`src/hw/rtl/tss_pkg.sv`:
```
// Shared constants for the tilt sensor SPI sampler: command bytes, codes and widths.
package tss_pkg;

	localparam int unsigned CountW   = 10;
	localparam int unsigned TempSumW = 18;
	localparam int unsigned AxisSumW = 21;
	localparam int unsigned AxisW    = 11;

	localparam logic [CountW-1:0] SAMPLE_COUNT_RST = 10'd200;

	// Command bytes sent to the sensor
	localparam logic [7:0] CMD_TEMP  = 8'h08;
	localparam logic [7:0] CMD_Y     = 8'h11;
	localparam logic [7:0] CMD_X     = 8'h10;
	localparam logic [7:0] CMD_DUMMY = 8'h00;

	// Transfer phase codes
	localparam logic [1:0] PH_CMD    = 2'd0;
	localparam logic [1:0] PH_FIRST  = 2'd1;
	localparam logic [1:0] PH_SECOND = 2'd2;

	// Channel codes
	localparam logic [1:0] CH_TEMP = 2'd0;
	localparam logic [1:0] CH_Y    = 2'd1;
	localparam logic [1:0] CH_X    = 2'd2;

	// Input event kinds
	localparam logic EV_START = 1'b0;
	localparam logic EV_BYTE  = 1'b1;

endpackage

```
`src/hw/rtl/spi_tilt_sensor_sampler.sv`:
```
// Top level of the tilt sensor SPI sampler: input register, sequencer update and result register.
//
//  Channel | Handshake             | Payload
//  --------+-----------------------+--------------------------------------------------------
//  in      | in_valid / in_ready   | kind, rx_byte
//  out     | out_valid / out_ready | tx_valid, tx_byte, frame_end, sums_valid,
//          |                       | x_sum, y_sum, temp_sum
//  cfg     | cfg_valid / cfg_ready | cfg_data (sample_count)
//
// Each beat passes through the input register, then through the phase and accumulator update into the
// result register. A new beat can enter every cycle while the result register can move on.
// The accumulator add and the count compare lie between the two registers.
// Reset clears the phase machine, the sums and the count, and loads the default sample count.
// When the result is not taken, the input register holds one further beat, then in_ready drops.
module spi_tilt_sensor_sampler (
	input  logic                             clk,
	input  logic                             arst_n,
	input  logic                             in_valid,
	output logic                             in_ready,
	input  logic                             kind,
	input  logic [7:0]                       rx_byte,
	output logic                             out_valid,
	input  logic                             out_ready,
	output logic                             tx_valid,
	output logic [7:0]                       tx_byte,
	output logic                             frame_end,
	output logic                             sums_valid,
	output logic [tss_pkg::AxisSumW-1:0]     x_sum,
	output logic [tss_pkg::AxisSumW-1:0]     y_sum,
	output logic [tss_pkg::TempSumW-1:0]     temp_sum,
	input  logic                             cfg_valid,
	output logic                             cfg_ready,
	input  logic [tss_pkg::CountW-1:0]       cfg_data
);
	import tss_pkg::*;

	// Input register
	logic       valid_s1;
	logic       kind_s1;
	logic [7:0] rx_s1;

	// Result register
	logic                valid_s2;
	logic                tx_valid_s2;
	logic [7:0]          tx_byte_s2;
	logic                frame_end_s2;
	logic                sums_valid_s2;
	logic [AxisSumW-1:0] x_sum_s2;
	logic [AxisSumW-1:0] y_sum_s2;
	logic [TempSumW-1:0] temp_sum_s2;

	// Sequencer state
	logic [CountW-1:0]   sample_count_q;
	logic [1:0]          phase_q;
	logic [1:0]          chan_q;
	logic [7:0]          high_byte_q;
	logic [TempSumW-1:0] temp_acc_q;
	logic [AxisSumW-1:0] y_acc_q;
	logic [AxisSumW-1:0] x_acc_q;
	logic [CountW-1:0]   count_q;

	logic s2_free;
	logic s1_adv;

	assign s2_free   = !valid_s2 || out_ready;
	assign s1_adv    = valid_s1 && s2_free;
	assign in_ready  = !valid_s1 || s2_free;
	assign cfg_ready = 1'b1;

	// Next-state and result logic for the beat in the input register
	logic [1:0]          phase_nx;
	logic [1:0]          chan_nx;
	logic [7:0]          high_nx;
	logic                finished;
	logic                r_tx_valid;
	logic [7:0]          r_tx_byte;
	logic [AxisW-1:0]    axis_rd;
	logic [TempSumW-1:0] temp_add;
	logic [AxisSumW-1:0] y_add;
	logic [AxisSumW-1:0] x_add;
	logic [CountW-1:0]   count_inc;
	logic                emit;

	assign axis_rd = {high_byte_q, rx_s1[7:5]};

	always_comb begin
		phase_nx   = phase_q;
		chan_nx    = chan_q;
		high_nx    = high_byte_q;
		finished   = 1'b0;
		r_tx_valid = 1'b0;
		r_tx_byte  = CMD_DUMMY;
		if (kind_s1 == EV_START) begin
			phase_nx   = PH_CMD;
			chan_nx    = CH_TEMP;
			r_tx_valid = 1'b1;
			r_tx_byte  = CMD_TEMP;
		end else begin
			unique case (phase_q)
				PH_FIRST: begin
					high_nx = rx_s1;
					if (chan_q == CH_TEMP) begin
						finished = 1'b1;
					end else begin
						phase_nx   = PH_SECOND;
						r_tx_valid = 1'b1;
					end
				end
				PH_SECOND: begin
					finished = 1'b1;
				end
				default: begin
					// A command has gone out; clock in the first data byte.
					phase_nx   = PH_FIRST;
					r_tx_valid = 1'b1;
				end
			endcase
		end

		temp_add  = temp_acc_q;
		y_add     = y_acc_q;
		x_add     = x_acc_q;
		count_inc = count_q;
		if (finished) begin
			phase_nx   = PH_CMD;
			r_tx_valid = 1'b1;
			unique case (chan_q)
				CH_TEMP: begin
					temp_add  = temp_acc_q + TempSumW'(rx_s1);
					chan_nx   = CH_Y;
					r_tx_byte = CMD_Y;
				end
				CH_Y: begin
					y_add     = y_acc_q + AxisSumW'(axis_rd);
					chan_nx   = CH_X;
					r_tx_byte = CMD_X;
				end
				CH_X: begin
					x_add     = x_acc_q + AxisSumW'(axis_rd);
					count_inc = count_q + CountW'(1);
					chan_nx   = CH_TEMP;
					r_tx_byte = CMD_TEMP;
				end
				default: begin
					chan_nx   = CH_TEMP;
					r_tx_byte = CMD_TEMP;
				end
			endcase
		end
		emit = finished && (count_inc >= sample_count_q);
	end

	always_ff @(posedge clk or negedge arst_n) begin
		if (!arst_n) begin
			sample_count_q <= SAMPLE_COUNT_RST;
		end else if (cfg_valid && cfg_ready) begin
			sample_count_q <= cfg_data;
		end
	end

	always_ff @(posedge clk or negedge arst_n) begin
		if (!arst_n) begin
			valid_s1 <= 1'b0;
		end else if (in_ready) begin
			valid_s1 <= in_valid;
		end
	end

	always_ff @(posedge clk) begin
		if (in_valid && in_ready) begin
			kind_s1 <= kind;
			rx_s1   <= rx_byte;
		end
	end

	always_ff @(posedge clk or negedge arst_n) begin
		if (!arst_n) begin
			phase_q     <= PH_CMD;
			chan_q      <= CH_TEMP;
			high_byte_q <= '0;
			temp_acc_q  <= '0;
			y_acc_q     <= '0;
			x_acc_q     <= '0;
			count_q     <= '0;
		end else if (s1_adv) begin
			phase_q     <= phase_nx;
			chan_q      <= chan_nx;
			high_byte_q <= high_nx;
			temp_acc_q  <= emit ? '0 : temp_add;
			y_acc_q     <= emit ? '0 : y_add;
			x_acc_q     <= emit ? '0 : x_add;
			count_q     <= emit ? '0 : count_inc;
		end
	end

	always_ff @(posedge clk or negedge arst_n) begin
		if (!arst_n) begin
			valid_s2 <= 1'b0;
		end else if (s2_free) begin
			valid_s2 <= valid_s1;
		end
	end

	always_ff @(posedge clk) begin
		if (s1_adv) begin
			tx_valid_s2   <= r_tx_valid;
			tx_byte_s2    <= r_tx_byte;
			frame_end_s2  <= finished;
			sums_valid_s2 <= emit;
			x_sum_s2      <= emit ? x_add : '0;
			y_sum_s2      <= emit ? y_add : '0;
			temp_sum_s2   <= emit ? temp_add : '0;
		end
	end

	assign out_valid  = valid_s2;
	assign tx_valid   = tx_valid_s2;
	assign tx_byte    = tx_byte_s2;
	assign frame_end  = frame_end_s2;
	assign sums_valid = sums_valid_s2;
	assign x_sum      = x_sum_s2;
	assign y_sum      = y_sum_s2;
	assign temp_sum   = temp_sum_s2;

	// Sums are only released at the end of a reading, which always sends a command.
	a_sums_at_frame_end: assert property (@(posedge clk) disable iff (!arst_n)
		out_valid && sums_valid |-> frame_end && tx_valid)
		else $error("sums released outside a frame end");

	// An idle transmit slot carries the dummy code and no frame end.
	a_idle_tx: assert property (@(posedge clk) disable iff (!arst_n)
		out_valid && !tx_valid |-> tx_byte == CMD_DUMMY && !frame_end)
		else $error("idle transmit slot carries data");

	// A start beat always returns the sequencer to the temperature command.
	a_start_resets: assert property (@(posedge clk) disable iff (!arst_n)
		s1_adv && kind_s1 == EV_START |=> phase_q == PH_CMD && chan_q == CH_TEMP)
		else $error("start did not restart the sequence");

	// The channel rotation never reaches the unused code.
	a_chan_range: assert property (@(posedge clk) disable iff (!arst_n)
		chan_q == CH_TEMP || chan_q == CH_Y || chan_q == CH_X)
		else $error("channel left its rotation");

endmodule
```
`config.mk`:
```
export PLATFORM = sky130hd
export DESIGN_NAME = spi_tilt_sensor_sampler
export DESIGN_NICKNAME = d
export VERILOG_FILES = /design/src/hw/rtl/tss_pkg.sv /design/src/hw/rtl/spi_tilt_sensor_sampler.sv
export SDC_FILE = /design/constraint.sdc
export NUM_CORES = 1
export LEC_CHECK = 0
export ABC_CLOCK_PERIOD_IN_PS = 3670
export BUFFER_PORTS_ARGS = -buffer_cell sky130_fd_sc_hd__buf_4
export CAP_MARGIN = 20
export CELL_PAD_IN_SITES_DETAIL_PLACEMENT = 1
export CELL_PAD_IN_SITES_GLOBAL_PLACEMENT = 1
export CORE_UTILIZATION = 42
export DETAILED_ROUTE_END_ITERATION = 10
export PLACE_DENSITY_LB_ADDON = 0.1
export SLEW_MARGIN = 40
export SYNTH_ARGS = -nofsm -noshare
export SYNTH_HDL_FRONTEND = slang
export SYNTH_SLANG_ARGS = --single-unit
export TNS_END_PERCENT = 50
```
`constraint.sdc`:
```
create_clock -name clk -period 3.67 [get_ports clk]
set_input_delay 0 -clock clk [delete_from_list [all_inputs] [get_ports clk]]
set_output_delay 0 -clock clk [all_outputs]
set_load 0.02 [all_outputs]
```
# Word-level counts from Yosys, hierarchy flattened
# Index checks and enable logic that the tools add are counted.
[word_totals]
ff_bits = 174
inputBits = 24
out_inout_bits = 74
wordCells = 71
[op_classes]
addsub = 4
order_cmp = 1
n_eq_ne = 7
muxes = 27
n_bitwise = 1
n_reduce_logical = 12
[ops]
columns = ["op", "count"]
rows = [
  ["2-to-1 mux 21 bit", 6],
  ["2-to-1 mux 18 bit", 3],
  ["adder 21 x 11 -> 21 bit", 2],
  ["2-to-1 mux 10 bit", 3],
  ["adder 18 x 8 -> 18 bit", 1],
  ["adder 10 x 1 -> 10 bit (second input constant)", 1],
  [">= comparator 10 bit", 1],
  ["2-to-1 mux 2 bit", 5],
  ["one-hot mux 5 bit (2 select lines)", 1],
  ["one-hot mux 2 bit (2 select lines)", 2],
  ["AND reduction 3 bit", 2],
  ["2-to-1 mux 5 bit", 1],
  ["== test 2 x 1 -> 1 bit (second input constant)", 2],
  ["== test 2 bit (second input constant)", 2],
  ["2-to-1 mux 4 bit", 1],
  ["inequality test 4 bit (second input constant)", 1],
  ["one-hot mux 1 bit (2 select lines)", 2],
  ["logical AND 1 bit", 3],
  ["2-to-1 mux 1 bit", 3],
  ["inequality test 3 bit (second input constant)", 1],
  ["zero test 1 bit", 2],
  ["zero test 2 bit", 1],
  ["logical OR 1 bit", 2],
  ["inequality test 2 x 1 -> 1 bit (second input constant)", 1],
  ["3 further kinds", 3],
]

# Logic depth before layout (Yosys ltp)
[depth]
depth_word = 8
mapped_depth = 17
ltp_nobuf = 15

# Worst setup path after synthesis
# Ideal clock, no wire load.
[synth_timing]
kind = "flip-flop to flip-flop"
start = "register phase_q[0]"
end = "register temp_sum_s2[10] (netlist: temp_sum[10]) (data pin)"
arrival_time_ns = 3.396
required_time_ns = 3.404
slack_ns = 0.008
stages_incl_launch_ff = 17
n_path_buf = 3
period_less_slack_ns = 3.662
path_cell_list = "dfrtp_1 -> inv_1 -> ha_1 -> buf_6 -> nand4b_4 -> nor3_1 -> and2_1 -> nand3_1 -> xnor2_1 -> ha_1 -> a211oi_1 -> nand2_1 -> a211o_1 -> nand3_2 -> clkbuf_1 -> clkbuf_1 -> nor2_1"
[synth_between]
elab_chain_cells = 6
[synth_rtl]
columns = ["item", "line_no", "source"]
rows = [
  ["start, declared", "spi_tilt_sensor_sampler.sv:54", "logic [1:0] phase_q;"],
  ["start signal, assigned", "spi_tilt_sensor_sampler.sv:186", "phase_q <= phase_nx;"],
  ["== test 2 bit or == test 2 x 1 -> 1 bit (tied branches)", "spi_tilt_sensor_sampler.sv:99", "unique case (phase_q)"],
  ["one-hot mux 1 bit (2 select lines) (*)", "spi_tilt_sensor_sampler.sv:99", ""],
  ["2-to-1 mux 1 bit (*)", "spi_tilt_sensor_sampler.sv:93", "if (kind_s1 == EV_START) begin"],
  ["2-to-1 mux 10 bit", "spi_tilt_sensor_sampler.sv:124", "if (finished) begin"],
  [">= comparator 10 bit", "spi_tilt_sensor_sampler.sv:150", "emit = finished && (count_inc >= sample_count_q);"],
  ["logical AND 1 bit", "spi_tilt_sensor_sampler.sv:150", ""],
  ["end signal, assigned", "spi_tilt_sensor_sampler.sv:212", "temp_sum_s2 <= emit ? temp_add : '0;"],
  ["end, declared", "spi_tilt_sensor_sampler.sv:50", "logic [TempSumW-1:0] temp_sum_s2;"],
]
# Mark *: on every way between the ends. The rest lies on a longest branch, timed or not.
# A chain may end at the register's enable or synchronous reset.

# Worst setup path in the final report
[layout_timing]
start = "register phase_q[0]"
end = "register count_q[9]"
[layout_between]
elab_chain_cells = 7
[layout_rtl]
columns = ["item", "line_no", "source"]
rows = [
  ["== test 2 bit or == test 2 x 1 -> 1 bit (tied branches)", "spi_tilt_sensor_sampler.sv:99", ""],
  ["one-hot mux 1 bit (2 select lines) (*)", "spi_tilt_sensor_sampler.sv:99", ""],
  ["2-to-1 mux 1 bit (*)", "spi_tilt_sensor_sampler.sv:93", ""],
  ["2-to-1 mux 10 bit", "spi_tilt_sensor_sampler.sv:124", ""],
  [">= comparator 10 bit", "spi_tilt_sensor_sampler.sv:150", ""],
  ["logical AND 1 bit", "spi_tilt_sensor_sampler.sv:150", ""],
  ["2-to-1 mux 10 bit (*)", "spi_tilt_sensor_sampler.sv:192", "count_q <= emit ? '0 : count_inc;"],
  ["end signal, assigned", "spi_tilt_sensor_sampler.sv:192", ""],
  ["end, declared", "spi_tilt_sensor_sampler.sv:60", "logic [CountW-1:0] count_q;"],
]
# Marked as above.

==> flow_metrics.py <==
metrics = {
    "global_routing": {
        "grt_overflow_total": 0,
        "grt_pass1_vias": 7825,
        "grt_pass1_wl_um": 42100,
        "antenna_found_initial": 0,
        "groute.usage.overall_pct": 23.9,
        "grt_max_degree": 62,
    },
    "drt": {
        "wirelength_um": 25900,
        "dr.pass1.iters": 4,
        "vias": 7596,
        "viasPerCell": 5.63,
        "first_iter_violations": 350,
        "drc": 0,
        "wire_per_inst_um": 19.2,
        "antenna_left": 0,
    },
    "timing": {
        "drv_slew": 0,
        "timing.final.hold_violations": 0,
        "finalCritPeriodShare_pct": 95.4,
        "maxSlewHeadroom_pct": 47.7,
        "setup_violations": 0,
        "fmax_mhz": 286,
        "holdWs_ns": 0.0810,
        "fin_crit_ns": 3.50,
        "finClkSkew_ns": 0.0134,
        "worst_pin_slew_ns": 0.776,
    },
    "cells_and_area": {
        "final_nets": 1127,
        "drive_above_1_share_pct": 19.0,
        "diodes": 0,
        "postLayoutCoreUtil_pct": 53.2,
        "area_growth_pct": 23.7,
    },
    "logic_synthesis": {
        "synth_cell_type_count": 78,
        "yosys.area_share.xor_xnor_pct": 4.67,
        "yosysSeqAreaShare_pct": 49.1,
        "async_reset_ff_share_pct": 55.6,
        "syn_inst": 914,
        "yosys_warnings": 0,
        "synth_area_um2": 9380,
        "synthFlopType": "dfrtp_1",
        "synth_top_family_by_area": "compound AO/OA/AOI/OAI gates",
        "synth_edf_count": 75,
        "synth_compound_area_share_pct": 18.7,
        "synth_fa_ha_area_share_pct": 6.38,
        "synth-seq-cells": 169,
        "muxShareOfSynthArea_pct": 0.961,
        "synth-simple-area-share_pct": 15.7,
        "postSynthAreaPerCell_um2": 10.3,
    },
    "floorplanning": {
        "io_pins": 98,
        "row_count": 54,
        "initial_utilization_pct": 43.0,
        "die_height_um": 151,
        "core_area_um2": 21800,
        "die_width_um": 151,
        "dieArea_um2": 22900,
    },
    "critical_path": {
        "critPathLaunchType": "flop",
        "r2r_end": "count_q[9]",
        "endpoint_kind": "flop",
        "reg2reg_depth": 16,
        "worstPathRequired_ns": 4.00,
        "crit_type": "flop to flop",
        "worstReg2RegStart": "phase_q[0]",
        "cp_data_arrival_time_ns": 3.83,
        "crit_path_max_fanout": 6,
        "reg2reg_slack_ns": 0.17,
    },
    "job": {
        "maxCapViolations": 0,
    },
    "cts": {
        "tritoncts": "done",
        "insertion_delay_ns": 0.43,
        "cts-root-buf": "clkbuf_16",
        "cts_buffer_depth": 2,
        "cts_made_buffers": 17,
        "clkTransAtPathRegs_ns": 0.07,
        "numClockSinks": 169,
        "cts_max_level": 4,
    },
    "place": {
        "port_buffers": 91,
        "gp_congestion": 0.818,
        "dpl.hpwl_um": 17400,
    },
    "power_and_ir_drop": {
        "leakagePower_uw": 0.00487,
        "swShare_pct": 34.2,
        "p_switching_uw": 2210,
        "combPwrFrac_pct": 31.7,
        "power_density_nw_per_um2": 557,
        "seq_power_share_pct": 38.5,
        "ir_worst_vdd_mv": 0.338,
        "p_clk_share_pct": 29.8,
        "power.internal_uw": 4250,
    },
    "hold_path": {
        "holdCritPathClass": "input port to async pin",
    },
    "outcome": {
        "status": "complete, no violations",
    },
}
## worst max-delay path: stages (launching register included)
cell,delay (ns)
dfrtp_1,0.36
inv_1,0.05
ha_1,0.30
nand4b_4,0.20
buf_4,0.19
nor2_4,0.12
and3_4,0.21
nand3_1,0.09
xnor2_1,0.17
ha_2,0.19
a211oi_2,0.24
nand2_2,0.11
a211o_4,0.32
a31o_4,0.28
buf_4,0.16
or3_1,0.31
o21ai_0,0.10
## cells by family after synthesis
kind of cell | Yosys count
flip-flops | 169
other | 2
buffers and inverters | 88
adder cells (fa/ha/maj) | 46
AND/OR/NAND/NOR | 289
multiplexers | 8
XOR/XNOR | 50
AO/OA/AOI/OAI | 262
## per-layer routing
layer	vias up	track usage (%)	wire length, um
li1	3644	-	-
met1	3802	33.5	12400
met2	127	39.3	12500
met3	23	2.83	612
met4	0	5.85	296
met5	-	0	0
## stage by stage
| stage | cell area, um2 | total power (uW) | TNS [ns] | std cells | setup slack, ns |
|---|---|---|---|---|---|
| after floorplan | 9390 | 3870 | 0 | 918 | 0.00774 |
| after global placement | 10400 | 4390 | 0 | 1273 | 0.135 |
| after detailed placement | 10400 | 4440 | -0.110 | 1273 | -0.0503 |
| after CTS | 11500 | 6430 | 0 | 1347 | 0.0233 |
| after global routing | 11600 | 6840 | -0.00145 | 1350 | -0.00145 |
| final | 11600 | 6460 | 0 | 1350 | 0.168 |
## state kept, by name, summed over array words and instances, names as in the netlist, 2 cells and up
name and count:
x_acc_q 21, x_sum 21, y_acc_q 21, y_sum 21, temp_acc_q 18, temp_sum 18
count_q 10, sample_count_q 10, high_byte_q 8, rx_s1 8, tx_byte 3, chan_q 2
phase_q 2
## cells in the final DEF, fill, tap and decap left out, types with 7 or more instances in the layout
cell / Yosys / routed
a22o_1: 17 / 17
a21o_1: 21 / 21
edfxtp_1: 75 / 75
clkbuf_16: 0 / 17
o2bb2ai_1: 14 / 14
a211oi_1: 10 / 9
a21oi_1: 58 / 58
o21ai_0: 60 / 60
dlygate4sd3_1: 0 / 42
xor2_1: 12 / 12
ha_1: 43 / 42
nand2_1: 96 / 95
dfrtp_1: 91 / 91
nor2_1: 54 / 54
mux2_2: 8 / 8
nand4_1: 7 / 7
o21a_1: 8 / 8
o211ai_1: 16 / 16
xnor2_1: 38 / 37
buf_4: 8 / 128
nand3_1: 36 / 35
nor3_1: 20 / 19
inv_1: 34 / 33
a31oi_1: 8 / 8
or3_1: 15 / 15
## synthesized netlist by cell type, drive strengths merged, types with 5 or more instances
cell type / n / area [um2]
ha: 43 / 538
a31oi: 8 / 50.1
o21ai: 67 / 343
o2bb2ai: 14 / 123
nand3: 37 / 190
a21oi: 59 / 307
a21o: 21 / 158
edfxtp: 75 / 2250
o21a: 8 / 60.1
nor3: 20 / 100
nand4: 7 / 43.8
xor2: 12 / 105
or3: 16 / 105
inv: 36 / 135
nor3b: 7 / 57.6
o211ai: 16 / 120
or4: 7 / 56.3
xnor2: 38 / 333
a211oi: 10 / 75.1
a22o: 17 / 149
nand2b: 6 / 37.5
nor2b: 5 / 31.3
buf: 27 / 173
o311ai: 9 / 78.8
nor2: 55 / 209
and3: 6 / 37.5
dfrtp: 91 / 2280
clkbuf: 25 / 93.8
nor4: 7 / 71.3
nand2: 96 / 360
mux2: 8 / 90.1
## worst max-delay path by stage
stage | cells past startpoint | slack (ns) | endpoint | from
finish | 16 | 0.17 | count_q[9] | phase_q[0]
detailed placement | 15 | -0.05 | y_acc_q[16] | phase_q[0]
global placement | 16 | 0.14 | y_acc_q[19] | phase_q[0]
CTS | 16 | 0.02 | count_q[9] | phase_q[0]
floorplan | 16 | 0.008 | temp_sum[10] | phase_q[0]
global route | 16 | -0.001 | y_acc_q[19] | phase_q[0]
## final cells by class
cell class              instances  area, um2
fillers                      2411      10200
flip-flops and latches        169       4610
multi-input cells             662       4480
repair buffers                171       1400
clock buffers                  21        450
well taps                     280        350
clock inverters                11        171
inverters                      36        140
## power groups by stage
stage          clock, uW  combinational [uW]  sequential [uW]
4_1_cts             1970                1980             2480
3_5_place_dp           0                1930             2510
2_1_floorplan          0                1360             2500
5_1_grt             2040                2280             2520
3_3_place_gp           0                1880             2510
6_report            1930                2050             2480
## repair_timing
action,4_1_cts,5_1_grt
setup buffers,0,2
hold buffers,42,0
pin swaps,0,4
gates resized for setup,2,15
hold endpoints to repair,57,0
gates cloned,0,1
setup endpoints to repair,23,119
Power figures use the tool's default switching activity.
